<file path="config.mk">
export PLATFORM = sky130hd
export DESIGN_NAME = mfm_track_format_encoder_flat
export DESIGN_NICKNAME = d
export VERILOG_FILES = /design/src/rtl/mfmtf_pkg.sv /design/src/rtl/mfmtf_if.sv /design/src/rtl/mfmtf_front.sv /design/src/rtl/mfmtf_queue.sv /design/src/rtl/mfmtf_back.sv /design/src/rtl/mfm_track_format_encoder.sv /design/src/flat_wrapper.sv
export SDC_FILE = /design/constraint.sdc
export NUM_CORES = 1
export LEC_CHECK = 0
export BUFFER_PORTS_ARGS = -buffer_cell sky130_fd_sc_hd__buf_4
export CORE_AREA = 2 2 102 128
export CTS_CLUSTER_DIAMETER = 60
export CTS_CLUSTER_SIZE = 25
export DETAILED_ROUTE_END_ITERATION = 6
export DIE_AREA = 0 0 104 130
export GPL_TIMING_DRIVEN = 0
export PLACE_DENSITY = 0.84
export SYNTH_ARGS = -nofsm -noshare
export SYNTH_HDL_FRONTEND = slang
export SYNTH_SLANG_ARGS = --single-unit
export TNS_END_PERCENT = 10
</file>
<file path="constraint.sdc">
create_clock -name clk -period 10.1 [get_ports clk]
set_input_delay 1.01 -clock clk [delete_from_list [all_inputs] [get_ports clk]]
set_output_delay 1.01 -clock clk [all_outputs]
set_load 0.1 [all_outputs]
</file>
<file path="src/rtl/mfmtf_pkg.sv">
// ----------------------------------------------------------------------------
// mfmtf_pkg
// Shared types, constants and functions of the MFM track format encoder.
// ----------------------------------------------------------------------------
`default_nettype none

package mfmtf_pkg;

  localparam int unsigned SECTOR_BYTES = 512;
  localparam int unsigned BC_W         = $clog2(SECTOR_BYTES + 2);

  localparam int unsigned CFG_ADDR_W = 8;
  localparam int unsigned CFG_DATA_W = 8;

  localparam logic [15:0] CRC_POLY  = 16'h1021;
  localparam logic [15:0] CRC_INIT  = 16'hFFFF;
  localparam logic [15:0] MARK_WORD = 16'h4489;

  localparam logic [7:0] GAP_BYTE  = 8'h4E;
  localparam logic [7:0] SYNC_BYTE = 8'h00;
  localparam logic [7:0] ID_AM     = 8'hFE;
  localparam logic [7:0] DATA_AM   = 8'hFB;
  localparam logic [7:0] MARK_BYTE = 8'hA1;
  localparam logic [7:0] SIZE_CODE = 8'h02;

  localparam logic [CFG_ADDR_W-1:0] REG_CYLINDER      = 8'd0;
  localparam logic [CFG_ADDR_W-1:0] REG_HEAD          = 8'd1;
  localparam logic [CFG_ADDR_W-1:0] REG_SECTORS       = 8'd2;
  localparam logic [CFG_ADDR_W-1:0] REG_PRE_INDEX_GAP = 8'd3;
  localparam logic [CFG_ADDR_W-1:0] REG_ID_SYNC_LEN   = 8'd4;
  localparam logic [CFG_ADDR_W-1:0] REG_ID_GAP        = 8'd5;
  localparam logic [CFG_ADDR_W-1:0] REG_DATA_SYNC_LEN = 8'd6;
  localparam logic [CFG_ADDR_W-1:0] REG_POST_DATA_GAP = 8'd7;

  typedef struct packed {
    logic       is_mark;
    logic [7:0] data;
    logic       taken;
    logic [4:0] sector;
    logic       track_end;
  } desc_t;

  function automatic logic [15:0] crc_byte(input logic [15:0] crc_in, input logic [7:0] v);
    logic [15:0] c;
    c = crc_in ^ {v, 8'h00};
    for (int b = 0; b < 8; b++) begin
      if (c[15]) begin
        c = {c[14:0], 1'b0} ^ CRC_POLY;
      end else begin
        c = {c[14:0], 1'b0};
      end
    end
    return c;
  endfunction

  function automatic logic [15:0] mfm_encode(input logic [7:0] v, input logic prev);
    logic [15:0] w;
    logic [8:0]  d;
    d = {prev, v};
    for (int i = 0; i < 8; i++) begin
      w[2*i]   = d[i];
      w[2*i+1] = ~d[i+1] & ~d[i];
    end
    return w;
  endfunction

endpackage

`default_nettype wire

</file>
<file path="src/rtl/mfmtf_if.sv">
// ----------------------------------------------------------------------------
// mfmtf_if
// Valid/ready channels of the encoder: sector bytes, raw words, register writes.
// ----------------------------------------------------------------------------
`default_nettype none

interface mfmtf_byte_if;
  logic       valid;
  logic       ready;
  logic [7:0] sector_byte;
  modport source (output valid, output sector_byte, input ready);
  modport sink   (input valid, input sector_byte, output ready);
endinterface

interface mfmtf_word_if;
  logic        valid;
  logic        ready;
  logic [15:0] raw_word;
  logic        byte_taken;
  logic [4:0]  sector_number;
  logic        track_end;
  modport source (output valid, output raw_word, output byte_taken,
                  output sector_number, output track_end, input ready);
  modport sink   (input valid, input raw_word, input byte_taken,
                  input sector_number, input track_end, output ready);
endinterface

interface mfmtf_cfg_if;
  logic       valid;
  logic       ready;
  logic [7:0] addr;
  logic [7:0] wdata;
  modport source (output valid, output addr, output wdata, input ready);
  modport sink   (input valid, input addr, input wdata, output ready);
endinterface

`default_nettype wire

</file>
<file path="src/rtl/mfmtf_front.sv">
// ----------------------------------------------------------------------------
// mfmtf_front
// Track sequencer: holds the registers, walks the layout, runs the CRC and
// issues one byte or mark descriptor per accepted tick.
// ----------------------------------------------------------------------------
`default_nettype none

module mfmtf_front
  import mfmtf_pkg::*;
(
  input  wire logic   clk,
  input  wire logic   rst,
  mfmtf_byte_if.sink  byte_in,
  mfmtf_cfg_if.sink   cfg,
  input  wire logic   q_ready,
  output logic        push,
  output desc_t       desc
);

  localparam logic [3:0] PH_PRE        = 4'd0;
  localparam logic [3:0] PH_ID_SYNC    = 4'd1;
  localparam logic [3:0] PH_ID_MARK    = 4'd2;
  localparam logic [3:0] PH_ID_FIELD   = 4'd3;
  localparam logic [3:0] PH_ID_CRC     = 4'd4;
  localparam logic [3:0] PH_ID_GAP     = 4'd5;
  localparam logic [3:0] PH_DATA_SYNC  = 4'd6;
  localparam logic [3:0] PH_DATA_MARK  = 4'd7;
  localparam logic [3:0] PH_DATA_FIELD = 4'd8;
  localparam logic [3:0] PH_DATA_CRC   = 4'd9;
  localparam logic [3:0] PH_POST_GAP   = 4'd10;

  logic [6:0] cylinder;
  logic       head;
  logic [4:0] sectors_per_track;
  logic [7:0] pre_index_gap;
  logic [5:0] id_sync_len;
  logic [7:0] id_gap;
  logic [5:0] data_sync_len;
  logic [7:0] post_data_gap;

  logic [3:0]      phase, phase_next;
  logic [BC_W-1:0] byte_count, byte_count_next;
  logic [4:0]      sector_count, sector_count_next;
  logic [15:0]     crc, crc_next;

  logic [7:0]      b;
  logic            is_mark, taken, wrap, last, spt_done;
  logic [BC_W-1:0] limit;
  logic [3:0]      nxt;
  logic [4:0]      spt_eff;

  function automatic logic [BC_W-1:0] at_least_one(input logic [7:0] v);
    return (v == 8'd0) ? BC_W'(1) : BC_W'(v);
  endfunction

  assign cfg.ready     = 1'b1;
  assign byte_in.ready = q_ready;
  assign push          = byte_in.valid & q_ready;

  always_ff @(posedge clk) begin
    if (rst) begin
      cylinder          <= '0;
      head              <= 1'b0;
      sectors_per_track <= 5'd18;
      pre_index_gap     <= 8'd80;
      id_sync_len       <= 6'd12;
      id_gap            <= 8'd22;
      data_sync_len     <= 6'd12;
      post_data_gap     <= 8'd54;
    end else if (cfg.valid) begin
      case (cfg.addr)
        REG_CYLINDER:      cylinder          <= cfg.wdata[6:0];
        REG_HEAD:          head              <= cfg.wdata[0];
        REG_SECTORS:       sectors_per_track <= cfg.wdata[4:0];
        REG_PRE_INDEX_GAP: pre_index_gap     <= cfg.wdata;
        REG_ID_SYNC_LEN:   id_sync_len       <= cfg.wdata[5:0];
        REG_ID_GAP:        id_gap            <= cfg.wdata;
        REG_DATA_SYNC_LEN: data_sync_len     <= cfg.wdata[5:0];
        REG_POST_DATA_GAP: post_data_gap     <= cfg.wdata;
        default: ;
      endcase
    end
  end

  assign spt_eff  = (sectors_per_track == 5'd0) ? 5'd1 : sectors_per_track;
  assign spt_done = sector_count >= spt_eff;

  always_comb begin
    b        = GAP_BYTE;
    is_mark  = 1'b0;
    taken    = 1'b0;
    limit    = at_least_one(pre_index_gap);
    nxt      = PH_ID_SYNC;
    crc_next = crc;
    case (phase)
      PH_ID_SYNC: begin
        b     = SYNC_BYTE;
        limit = at_least_one({2'b00, id_sync_len});
        nxt   = PH_ID_MARK;
      end
      PH_ID_MARK, PH_DATA_MARK: begin
        is_mark  = 1'b1;
        limit    = BC_W'(3);
        nxt      = (phase == PH_ID_MARK) ? PH_ID_FIELD : PH_DATA_FIELD;
        crc_next = crc_byte((byte_count == '0) ? CRC_INIT : crc, MARK_BYTE);
      end
      PH_ID_FIELD: begin
        case (byte_count)
          BC_W'(0): b = ID_AM;
          BC_W'(1): b = {1'b0, cylinder};
          BC_W'(2): b = {7'd0, head};
          BC_W'(3): b = {3'd0, sector_count};
          default:  b = SIZE_CODE;
        endcase
        limit    = BC_W'(5);
        nxt      = PH_ID_CRC;
        crc_next = crc_byte(crc, b);
      end
      PH_ID_CRC, PH_DATA_CRC: begin
        b     = (byte_count == '0) ? crc[15:8] : crc[7:0];
        limit = BC_W'(2);
        nxt   = (phase == PH_ID_CRC) ? PH_ID_GAP : PH_POST_GAP;
      end
      PH_ID_GAP: begin
        limit = at_least_one(id_gap);
        nxt   = PH_DATA_SYNC;
      end
      PH_DATA_SYNC: begin
        b     = SYNC_BYTE;
        limit = at_least_one({2'b00, data_sync_len});
        nxt   = PH_DATA_MARK;
      end
      PH_DATA_FIELD: begin
        if (byte_count == '0) begin
          b = DATA_AM;
        end else begin
          b     = byte_in.sector_byte;
          taken = 1'b1;
        end
        limit    = BC_W'(SECTOR_BYTES + 1);
        nxt      = PH_DATA_CRC;
        crc_next = crc_byte(crc, b);
      end
      PH_POST_GAP: begin
        limit = at_least_one(post_data_gap);
        nxt   = spt_done ? PH_PRE : PH_ID_SYNC;
      end
      default: ;
    endcase
  end

  always_comb begin
    wrap              = ({1'b0, byte_count} + 1'b1) >= {1'b0, limit};
    last              = (phase == PH_POST_GAP) && spt_done && wrap;
    phase_next        = wrap ? nxt : phase;
    byte_count_next   = wrap ? '0 : byte_count + 1'b1;
    sector_count_next = sector_count;
    if (wrap) begin
      if (phase == PH_POST_GAP) begin
        sector_count_next = last ? 5'd0 : sector_count + 1'b1;
      end else if (nxt == PH_ID_SYNC) begin
        sector_count_next = 5'd1;
      end
    end
  end

  always_ff @(posedge clk) begin
    if (rst) begin
      phase        <= PH_PRE;
      byte_count   <= '0;
      sector_count <= '0;
      crc          <= CRC_INIT;
    end else if (push) begin
      phase        <= phase_next;
      byte_count   <= byte_count_next;
      sector_count <= sector_count_next;
      crc          <= crc_next;
    end
  end

  assign desc.is_mark   = is_mark;
  assign desc.data      = b;
  assign desc.taken     = taken;
  assign desc.sector    = sector_count;
  assign desc.track_end = last;

  a_sector_nonzero: assert property (@(posedge clk) disable iff (rst)
    (phase != PH_PRE) |-> (sector_count != 5'd0))
    else $error("sector count zero inside a sector");

  a_end_restarts: assert property (@(posedge clk) disable iff (rst)
    (push && last) |=> (phase == PH_PRE && sector_count == 5'd0))
    else $error("track end did not restart the track");

endmodule

`default_nettype wire

</file>
<file path="src/rtl/mfmtf_queue.sv">
// ----------------------------------------------------------------------------
// mfmtf_queue
// Short descriptor queue between the sequencer and the cell encoder.
// ----------------------------------------------------------------------------
`default_nettype none

module mfmtf_queue
  import mfmtf_pkg::*;
#(
  parameter int unsigned DEPTH = 2
) (
  input  wire logic  clk,
  input  wire logic  rst,
  input  wire logic  push,
  input  wire desc_t push_desc,
  output logic       push_ready,
  input  wire logic  pop,
  output desc_t      pop_desc,
  output logic       pop_valid
);

  localparam int unsigned PTR_W = (DEPTH > 1) ? $clog2(DEPTH) : 1;
  localparam int unsigned CNT_W = $clog2(DEPTH + 1);

  desc_t            mem [DEPTH];
  logic [PTR_W-1:0] wr_ptr, rd_ptr;
  logic [CNT_W-1:0] count;

  assign push_ready = count != CNT_W'(DEPTH);
  assign pop_valid  = count != '0;
  assign pop_desc   = mem[rd_ptr];

  always_ff @(posedge clk) begin
    if (push) begin
      mem[wr_ptr] <= push_desc;
    end
  end

  always_ff @(posedge clk) begin
    if (rst) begin
      wr_ptr <= '0;
      rd_ptr <= '0;
      count  <= '0;
    end else begin
      if (push) begin
        wr_ptr <= (wr_ptr == PTR_W'(DEPTH - 1)) ? '0 : wr_ptr + 1'b1;
      end
      if (pop) begin
        rd_ptr <= (rd_ptr == PTR_W'(DEPTH - 1)) ? '0 : rd_ptr + 1'b1;
      end
      case ({push, pop})
        2'b10:   count <= count + 1'b1;
        2'b01:   count <= count - 1'b1;
        default: ;
      endcase
    end
  end

  a_count_bound: assert property (@(posedge clk) disable iff (rst)
    count <= CNT_W'(DEPTH))
    else $error("queue count exceeds depth");

endmodule

`default_nettype wire

</file>
<file path="src/rtl/mfmtf_back.sv">
// ----------------------------------------------------------------------------
// mfmtf_back
// Cell encoder: turns descriptors into 16-cell MFM words and registers them.
// ----------------------------------------------------------------------------
`default_nettype none

module mfmtf_back
  import mfmtf_pkg::*;
(
  input  wire logic    clk,
  input  wire logic    rst,
  input  wire logic    q_valid,
  input  wire desc_t   q_desc,
  output logic         pop,
  mfmtf_word_if.source word_out
);

  logic        prev_data_bit, prev_data_bit_next;
  logic        out_valid;
  logic [15:0] raw_word;
  logic        byte_taken;
  logic [4:0]  sector_number;
  logic        track_end;

  assign pop = q_valid & (~out_valid | word_out.ready);

  always_comb begin
    if (q_desc.track_end) begin
      prev_data_bit_next = 1'b0;
    end else if (q_desc.is_mark) begin
      prev_data_bit_next = 1'b1;
    end else begin
      prev_data_bit_next = q_desc.data[0];
    end
  end

  always_ff @(posedge clk) begin
    if (rst) begin
      out_valid     <= 1'b0;
      prev_data_bit <= 1'b0;
    end else begin
      if (pop) begin
        out_valid     <= 1'b1;
        prev_data_bit <= prev_data_bit_next;
      end else if (word_out.ready) begin
        out_valid <= 1'b0;
      end
    end
  end

  always_ff @(posedge clk) begin
    if (pop) begin
      raw_word      <= q_desc.is_mark ? MARK_WORD : mfm_encode(q_desc.data, prev_data_bit);
      byte_taken    <= q_desc.taken;
      sector_number <= q_desc.sector;
      track_end     <= q_desc.track_end;
    end
  end

  assign word_out.valid         = out_valid;
  assign word_out.raw_word      = raw_word;
  assign word_out.byte_taken    = byte_taken;
  assign word_out.sector_number = sector_number;
  assign word_out.track_end     = track_end;

  a_mark_sets_prev: assert property (@(posedge clk) disable iff (rst)
    (pop && q_desc.is_mark) |=> prev_data_bit)
    else $error("mark did not set previous data bit");

  a_end_clears_prev: assert property (@(posedge clk) disable iff (rst)
    (pop && q_desc.track_end) |=> !prev_data_bit)
    else $error("track end did not clear previous data bit");

endmodule

`default_nettype wire

</file>
<file path="src/rtl/mfm_track_format_encoder.sv">
// ----------------------------------------------------------------------------
// mfm_track_format_encoder
// Each accepted tick's descriptor is queued, then its raw word registered at the output.
// Throughput: one raw word per cycle while byte_in is valid and word_out is ready;
// sequencer and cell encoder each do one byte per cycle, decoupled by a QUEUE_DEPTH entry queue.
// Reset: registers to their defaults, sequencer to the pre-index gap with
// CRC 0xFFFF, previous data bit cleared, queue and output emptied.
// ----------------------------------------------------------------------------
`default_nettype none

module mfm_track_format_encoder
  import mfmtf_pkg::*;
#(
  parameter int unsigned QUEUE_DEPTH = 2
) (
  input  wire logic    clk,
  input  wire logic    rst,
  mfmtf_byte_if.sink   byte_in,
  mfmtf_word_if.source word_out,
  mfmtf_cfg_if.sink    cfg
);

  logic  push, q_ready, q_valid, pop;
  desc_t front_desc, q_desc;

  mfmtf_front u_front (
    .clk     (clk),
    .rst     (rst),
    .byte_in (byte_in),
    .cfg     (cfg),
    .q_ready (q_ready),
    .push    (push),
    .desc    (front_desc)
  );

  mfmtf_queue #(
    .DEPTH (QUEUE_DEPTH)
  ) u_queue (
    .clk        (clk),
    .rst        (rst),
    .push       (push),
    .push_desc  (front_desc),
    .push_ready (q_ready),
    .pop        (pop),
    .pop_desc   (q_desc),
    .pop_valid  (q_valid)
  );

  mfmtf_back u_back (
    .clk      (clk),
    .rst      (rst),
    .q_valid  (q_valid),
    .q_desc   (q_desc),
    .pop      (pop),
    .word_out (word_out)
  );

endmodule

`default_nettype wire
</file>
<file path="src/flat_wrapper.sv">
// flat-port wrapper written by rule: the top's interface ports become plain ports
module mfm_track_format_encoder_flat import mfmtf_pkg::*;
#(
  parameter int unsigned QUEUE_DEPTH = 2
)
  (clk, rst, byte_in_valid, byte_in_sector_byte, byte_in_ready, word_out_valid, word_out_raw_word, word_out_byte_taken, word_out_sector_number, word_out_track_end, word_out_ready, cfg_valid, cfg_addr, cfg_wdata, cfg_ready);
  mfmtf_byte_if byte_in_i ();
  mfmtf_word_if word_out_i ();
  mfmtf_cfg_if cfg_i ();
  input  wire logic clk;
  input  wire logic rst;
  input wire logic [$bits(byte_in_i.valid)-1:0] byte_in_valid;
  input wire logic [$bits(byte_in_i.sector_byte)-1:0] byte_in_sector_byte;
  output wire logic [$bits(byte_in_i.ready)-1:0] byte_in_ready;
  output wire logic [$bits(word_out_i.valid)-1:0] word_out_valid;
  output wire logic [$bits(word_out_i.raw_word)-1:0] word_out_raw_word;
  output wire logic [$bits(word_out_i.byte_taken)-1:0] word_out_byte_taken;
  output wire logic [$bits(word_out_i.sector_number)-1:0] word_out_sector_number;
  output wire logic [$bits(word_out_i.track_end)-1:0] word_out_track_end;
  input wire logic [$bits(word_out_i.ready)-1:0] word_out_ready;
  input wire logic [$bits(cfg_i.valid)-1:0] cfg_valid;
  input wire logic [$bits(cfg_i.addr)-1:0] cfg_addr;
  input wire logic [$bits(cfg_i.wdata)-1:0] cfg_wdata;
  output wire logic [$bits(cfg_i.ready)-1:0] cfg_ready;
  assign byte_in_i.valid = byte_in_valid;
  assign byte_in_i.sector_byte = byte_in_sector_byte;
  assign byte_in_ready = byte_in_i.ready;
  assign word_out_valid = word_out_i.valid;
  assign word_out_raw_word = word_out_i.raw_word;
  assign word_out_byte_taken = word_out_i.byte_taken;
  assign word_out_sector_number = word_out_i.sector_number;
  assign word_out_track_end = word_out_i.track_end;
  assign word_out_i.ready = word_out_ready;
  assign cfg_i.valid = cfg_valid;
  assign cfg_i.addr = cfg_addr;
  assign cfg_i.wdata = cfg_wdata;
  assign cfg_ready = cfg_i.ready;
  mfm_track_format_encoder #(.QUEUE_DEPTH(QUEUE_DEPTH)) u_core (.clk(clk), .rst(rst), .byte_in(byte_in_i), .word_out(word_out_i), .cfg(cfg_i));
endmodule
</file>
==> run_results.csv, run 1 <==
group,metric,value,unit
status,run_status,"completed",
synthesis,syn_nets,853,
cts,htree_levels,4,
critical_path,critPathKind,"register to register",
sta,hold_viol,0,
sta,drv_slew,0,
layout,antenna_cells,0,
synthesis,avgSynthCellArea,9.87,µm²
route,drc,0,
floorplan,pin_count,55,
floorplan,die_h,130,µm
cts,clk_path_buf_depth,2,
sta,relSlewSlack,0.397,
synthesis,synth_cell_type_count,83,
critical_path,cp.required,10.41,ns
critical_path,reg2reg_slack,6.23,ns
sta,worstMarginPinSlew,0.904,ns
layout,drive_gt1_frac,0.156,
critical_path,r2r_start,"u_core.u_front.phase[2]",
synthesis,ys.flop_type,"dfxtp_1",
placement,place.gp.congestion,0.946,
floorplan,die_area,0.0135,mm²
sta,rsz0062_at_grt,"no",
sta,setup_ws,6.23,ns
layout,fin_nets,921,
cts,cts_sinks,146,
critical_path,startpoint,"u_core.u_front.phase[2]",
route,vias_per_cell,6.42,
route,wl_per_cell,20.1,µm
grt,grt_overflow,0,
sta,period_share,0.383,
pwr,ir_drop,0.230,mV
cts,worstSkewPairLatency,0.43,ns
pwr,power_density,222,mW/mm²
job,maxCapViolations,0,
critical_path,crit_path_start_kind,"register",
placement,dp.cells,1021,
critical_path,crit_path_end_kind,"register",
sta,timing.setup.tns,0,ns
sta,fmax,259,MHz
grt,grt_max_degree,26,
floorplan,core,0.0124,mm²
grt,grt_pass1_wl,34300,µm
critical_path,ff2ff_path_depth,14,
floorplan,die_w,104,µm
sta,clock_skew,0.0115,ns
cts,numCtsBuffers,17,
synthesis,synth_seq_area_share,0.438,
route,drt_wl_total,21200,µm
route,drtAntennaViolNets,0,
route,vias,6756,
pwr,power,2020,µW
critical_path,critPathMaxFanout,10,
synthesis,syn_area,0.00793,mm²
cts,clk_pin_slew,0.06,ns
cts,postCtsResizedCells,0,
placement,numPortBuffers,49,
synthesis,ys_warn_count,0,
grt,antenna_found_initial,0,
cts,cts_tree,"yes",
synthesis,netlist.area_leader.share,0.230,
floorplan,row_count,46,
layout,area_growth,14.7,%
cts,post_cts_buffers,0,
route,highest_layer,"met4",
route,drtPass1Iterations,5,
synthesis,async_flop_share,0,
synthesis,syn_inst,804,
synthesis,ys_ff_latch,146,
layout,fin_cells,1053,
synthesis,ys_top_cells_by_area,"dfxtp_1, edfxtp_1, mux2i_1, nor2_1, nand2_1",
cts,ctsHoldBuffers,0,
pwr,p_leak,0.00365,µW
synthesis,synth_edf_count,55,
critical_path,cp.arrival,4.18,ns
grt,first_global_vias,6712,
route,drt-met1-wl,7860,µm
cts,cts-root-buf,"clkbuf_16",
route,drtIter0Drc,497,
route,wl_met3,1590,µm
critical_path,r2r-end,"u_core.u_front.sector_count[4]",
synthesis,yosysTopAreaCell,"dfxtp_1",
placement,dp_hpwl,15400,µm
sta,setup_violations,0,
route,wl_met2,10500,µm
critical_path,endpoint,"u_core.u_front.sector_count[4]",
sta,fin_crit,3.87,ns
placement,dp_worst_setup_slack,6.28,ns
floorplan,start_util,0.638,
grt,grt.total_usage,0.325,
worst_hold_path,hold_class,"register to register",
## cells in the mapped netlist (all sizes together), types with 10 or more instances
master  count
clkbuf     30
o211ai     16
mux2i      59
edfxtp     55
buf        21
ha         20
nand2      74
o21ai      28
a21oi      46
nor2       84
mux2       14
nor4       11
nand3      24
xor2       19
xnor2      30
nand4      11
inv        24
dfxtp      91
nand2b     10
## through the flow
| step | area, µm² | util | hold WS [ns] |
|---|---|---|---|
| 3_3_place_gp | 8510 | 0.685 | 0.441 |
| 5_1_grt | 9100 | 0.732 | 0.487 |
| 3_5_place_dp | 8510 | 0.685 | 0.444 |
| 6_report | 9100 | 0.732 | 0.466 |
| 4_1_cts | 9100 | 0.732 | 0.467 |
| 2_1_floorplan | 7930 | - | 0.432 |
## power breakdown
| group | total (µW) | internal, µW | switching [µW] |
|---|---|---|---|
| clock | 633 | 352 | 281 |
| combinational | 656 | 165 | 492 |
| sequential | 727 | 702 | 25.0 |
| total | 2020 | 1220 | 798 |
## worst max-delay path, cell delays in order, from the launching register on
cell	delay [ns]
dfxtp_1	0.30
buf_2	0.19
buf_1	0.41
clkbuf_1	0.40
o311ai_0	0.24
nand4_1	0.16
a2bb2oi_1	0.20
ha_1	0.24
nand2b_1	0.13
a2111o_1	0.40
a221o_1	0.37
o21ai_2	0.19
buf_4	0.20
nor4_1	0.07
a211o_1	0.24
## per-layer routing
layer / GRT usage / up-vias
met5: 0 / -
met3: 0.0654 / 91
met1: 0.373 / 3212
met2: 0.559 / 361
met4: 0.215 / 0
li1: - / 3092
## placed cells by master, fill, tap and decap left out, drive strengths merged, types with 7 or more instances in the layout
cell | netlist | layout
o21ai | 28 | 28
nor4 | 11 | 11
xor2 | 19 | 19
edfxtp | 55 | 55
buf | 21 | 70
o211ai | 16 | 16
mux2 | 14 | 14
dfxtp | 91 | 91
xnor2 | 30 | 30
a211o | 7 | 7
nor2b | 8 | 8
nor3 | 7 | 7
a21oi | 46 | 46
inv | 24 | 34
ha | 20 | 20
nand4 | 11 | 11
nand3 | 24 | 24
nand2b | 10 | 10
mux2i | 59 | 59
clkbuf | 30 | 47
nand2 | 74 | 74
nor2 | 84 | 84
## worst min-delay path by stage
stage,startpoint,end,slack [ns],depth (start not counted)
3_3_place_gp,u_core.u_back.prev_data_bit,u_core.u_back.prev_data_bit,0.44,2
6_report,u_core.u_front.id_sync_len[0],u_core.u_front.id_sync_len[0],0.47,2
3_5_place_dp,u_core.u_back.prev_data_bit,u_core.u_back.prev_data_bit,0.44,2
4_1_cts,u_core.u_front.id_sync_len[0],u_core.u_front.id_sync_len[0],0.47,2
2_1_floorplan,u_core.u_back.prev_data_bit,u_core.u_back.prev_data_bit,0.43,2
5_1_grt,u_core.u_back.prev_data_bit,u_core.u_back.prev_data_bit,0.49,2
## kinds of logic (layout without fill, tap and decap cells)
logic type | count (synthesis) | after routing | synth area share
muxes | 73 | 73 | 0.0948
and+or+nand+nor | 254 | 254 | 0.160
xor gates and xnor gates | 55 | 55 | 0.0713
DFF | 146 | 146 | 0.438
AOI/OAI and AO/OA | 180 | 180 | 0.161
adders and majority gates | 20 | 20 | 0.0315
other | 1 | 1 | 0.000473
buffers and inverters | 75 | 156 | 0.0434
## state kept, by name, indices dropped and copies added, names as in the netlist, 7 cells and up, named ones only
signal	flops
u_core.u_queue.mem	32
u_core.u_front.id_gap	8
u_core.u_front.cylinder	7
u_core.u_front.post_data_gap	8
u_core.u_front.pre_index_gap	8
u_core.u_back.word_out.raw_word	16
u_core.u_front.crc	16
u_core.u_front.byte_count	10
## layout make-up
cell class / count / area (µm²)
plain buffers: 51 / 254
clock buffers: 17 / 425
clock inverters: 15 / 163
fillers: 914 / 3330
inverters: 24 / 90.1
multi-input cells: 583 / 4120
flip-flops and latches: 146 / 3470
well taps: 168 / 210
repair buffers: 49 / 368
No activity file was read; power rests on OpenSTA's default activity.
==> run 2, diff against run 1 <==
--- a/config.mk
+++ b/config.mk
@@ -6,13 +6,13 @@
 export NUM_CORES = 1
 export LEC_CHECK = 0
 export BUFFER_PORTS_ARGS = -buffer_cell sky130_fd_sc_hd__buf_4
-export CORE_AREA = 2 2 102 128
+export CORE_AREA = 2 2 106 133
 export CTS_CLUSTER_DIAMETER = 60
 export CTS_CLUSTER_SIZE = 25
 export DETAILED_ROUTE_END_ITERATION = 6
-export DIE_AREA = 0 0 104 130
+export DIE_AREA = 0 0 108 135
 export GPL_TIMING_DRIVEN = 0
-export PLACE_DENSITY = 0.84
+export PLACE_DENSITY = 0.79
 export SYNTH_ARGS = -nofsm -noshare
 export SYNTH_HDL_FRONTEND = slang
 export SYNTH_SLANG_ARGS = --single-unit
==> constraint.sdc (replaced) <==
create_clock -name clk -period 3.7 [get_ports clk]
set_input_delay 0.37 -clock clk [delete_from_list [all_inputs] [get_ports clk]]
set_output_delay 0.37 -clock clk [all_outputs]
set_load 0.1 [all_outputs]
==> run 2 against run 1 <==
  * Final cell count increased by 0.19%
  * First-iteration DRC count increased by 14%
  * Non-clock buffer count decreased by 1
  * Global-route usage decreased by 2.0 points
  * Clock skew decreased by 0.0039 ns
==> run_results.csv, run 2 (synthesis results as in run 1) <==
group,metric,value,unit
status,run_status,"completed",
route,highest_layer,"met4",
cts,htree_levels,4,
layout,fin_util,0.689,
cts,numCtsBuffers,17,
critical_path,r2r-end,"u_core.u_front.sector_count[2]",
sta,relSlewSlack,0.352,
layout,multiInputGateArea,0.00415,mm²
sta,period_share,0.970,
grt,grt_pass1_wl,34100,µm
pwr,power_density,600,mW/mm²
layout,antenna_cells,0,
layout,layout_commonest_cell,"dfxtp_1",
worst_hold_path,worstHoldStart,"cfg_wdata[7]",
critical_path,cp.required,4.02,ns
layout,reg_top3,"u_core.u_queue.mem: 32 flops, u_core.u_back.word_out.raw_word: 16 flops, u_core.u_front.crc: 16 flops",
sta,worstMarginPinSlew,0.971,ns
sta,clock_skew,0.00757,ns
route,vias,6715,
floorplan,die_area,0.0146,mm²
layout,fin_nets,920,
placement,dp_hpwl,15700,µm
layout,area_growth,15.0,%
grt,grt_overflow,0,
sta,rsz0062_at_grt,"no",
pwr,ir_drop,0.608,mV
grt,first_global_vias,6584,
grt,grt.total_usage,0.305,
sta,fin_crit,3.59,ns
route,wl_per_cell,20.6,µm
critical_path,crit_path_start_kind,"register",
floorplan,die_h,135,µm
route,drc,0,
layout,regMostFlops,"u_core.u_queue.mem",
job,maxCapViolations,0,
layout,fillers,1001,
route,drt-met1-wl,8350,µm
critical_path,reg2reg_slack,0.11,ns
worst_hold_path,holdPathStages,3,
sta,fin_hold_ws,0.199,ns
cts,cts_tree,"yes",
cts,ctsHoldBuffers,0,
floorplan,row_count,47,
cts,clk_pin_slew,0.07,ns
grt,antenna_found_initial,0,
critical_path,crit_path_end_kind,"register",
route,drtIter0Drc,568,
route,wl_met3,1560,µm
route,wl_met2,10900,µm
sta,hold_viol,0,
floorplan,core,0.0132,mm²
floorplan,die_w,108,µm
worst_hold_path,hold_class,"input port to register",
worst_hold_path,min_to,"u_core.u_front.id_gap[7]",
cts,post_cts_buffers,0,
cts,cts_sinks,146,
layout,largest_reg_flops,32,
floorplan,start_util,0.600,
layout,drive_gt1_frac,0.169,
pwr,p_leak,0.00366,µW
critical_path,critPathKind,"register to register",
grt,grt_max_degree,26,
critical_path,r2r_start,"u_core.u_front.phase[0]",
cts,worstSkewPairLatency,0.43,ns
critical_path,critPathMaxFanout,10,
layout,fin_cells,1055,
sta,drv_slew,0,
layout,final_cell_mix,"dfxtp_1, nor2_1, nand2_1",
critical_path,cp.arrival,3.91,ns
critical_path,ff2ff_path_depth,12,
sta,setup_violations,0,
route,drtPass1Iterations,6,
route,drt_wl_total,21700,µm
route,vias_per_cell,6.36,
layout,seq_area,0.00347,mm²
floorplan,pin_count,55,
sta,fmax,279,MHz
cts,cts-root-buf,"clkbuf_16",
placement,numPortBuffers,49,
cts,clk_path_buf_depth,2,
placement,place.gp.congestion,0.971,
route,drtAntennaViolNets,0,
placement,dp.cells,1024,
## run 2: cell types whose count changed in the layout (fill, tap and decap cells not counted), moves of 2 or more
cell,previous run,this run
clkinv_2,0,2
inv_6,3,7
clkbuf_1,30,26
inv_8,7,1
clkbuf_2,0,4
nor4_1,8,6
nor4_2,2,4
## run 2: metal layers
layer,vias up,track usage
li1,3088,-
met1,3208,0.369
met2,345,0.519
met3,74,0.0579
met4,0,0.150
met5,-,0
## run 2: layout make-up
cell class | count | share of cell area
Inverter | 24 | 0.00988
Buffer | 50 | 0.0280
Tap cell | 171 | 0.0235
Clock buffer | 17 | 0.0466
Clock inverter | 15 | 0.0159
Sequential cell | 146 | 0.381
Timing Repair Buffer | 49 | 0.0403
Multi-Input combinational cell | 583 | 0.455
## run 2: repair_timing
item | in CTS | in global routing
gates resized for setup | 1 | 12
setup endpoints to repair | 20 | 20
hold endpoints to repair | 0 | 0
## run 2: how the worst max path moves through the flow
stage	start	to	slack, ns	depth (start not counted)
4_1_cts	u_core.u_front.phase[0]	u_core.u_front.sector_count[2]	0.01	12
6_report	u_core.u_front.phase[0]	u_core.u_front.sector_count[2]	0.11	12
3_5_place_dp	u_core.u_front.phase[2]	u_core.u_front.sector_count[2]	-0.15	14
3_3_place_gp	u_core.u_front.phase[2]	u_core.u_queue.mem[1][0]	-0.12	13
5_1_grt	u_core.u_front.id_gap[6]	u_core.u_front.sector_count[2]	0.006	13
2_1_floorplan	u_core.u_front.phase[2]	u_core.u_front.sector_count[3]	0.42	14
## run 2: metrics by stage
stage / cell area [µm²] / power, µW / TNS (ns) / setup slack, ns
floorplan: 7930 / 3420 / 0 / 0.422
global placement: 8520 / 3760 / -1.06 / -0.119
detailed placement: 8520 / 3810 / -1.60 / -0.152
CTS: 9080 / 5480 / 0 / 0.0110
global route: 9120 / 5650 / 0 / 0.00568
finish: 9120 / 5470 / 0 / 0.110
## run 2: power by group
part	switching (µW)	internal (µW)
registers	69.7	1920
logic	1350	450
clock network	740	943
## run 2: critical path, cell delays in order (launching register included)
cell and delay (ns):
dfxtp_1 0.47, clkbuf_2 0.27, or2_2 0.19, o22ai_2 0.15, a222oi_1 0.54, ha_1 0.35
a21o_1 0.20, a21o_1 0.18, a221o_1 0.41, o21ai_2 0.20, buf_4 0.21, nor4_1 0.07
a211o_1 0.25
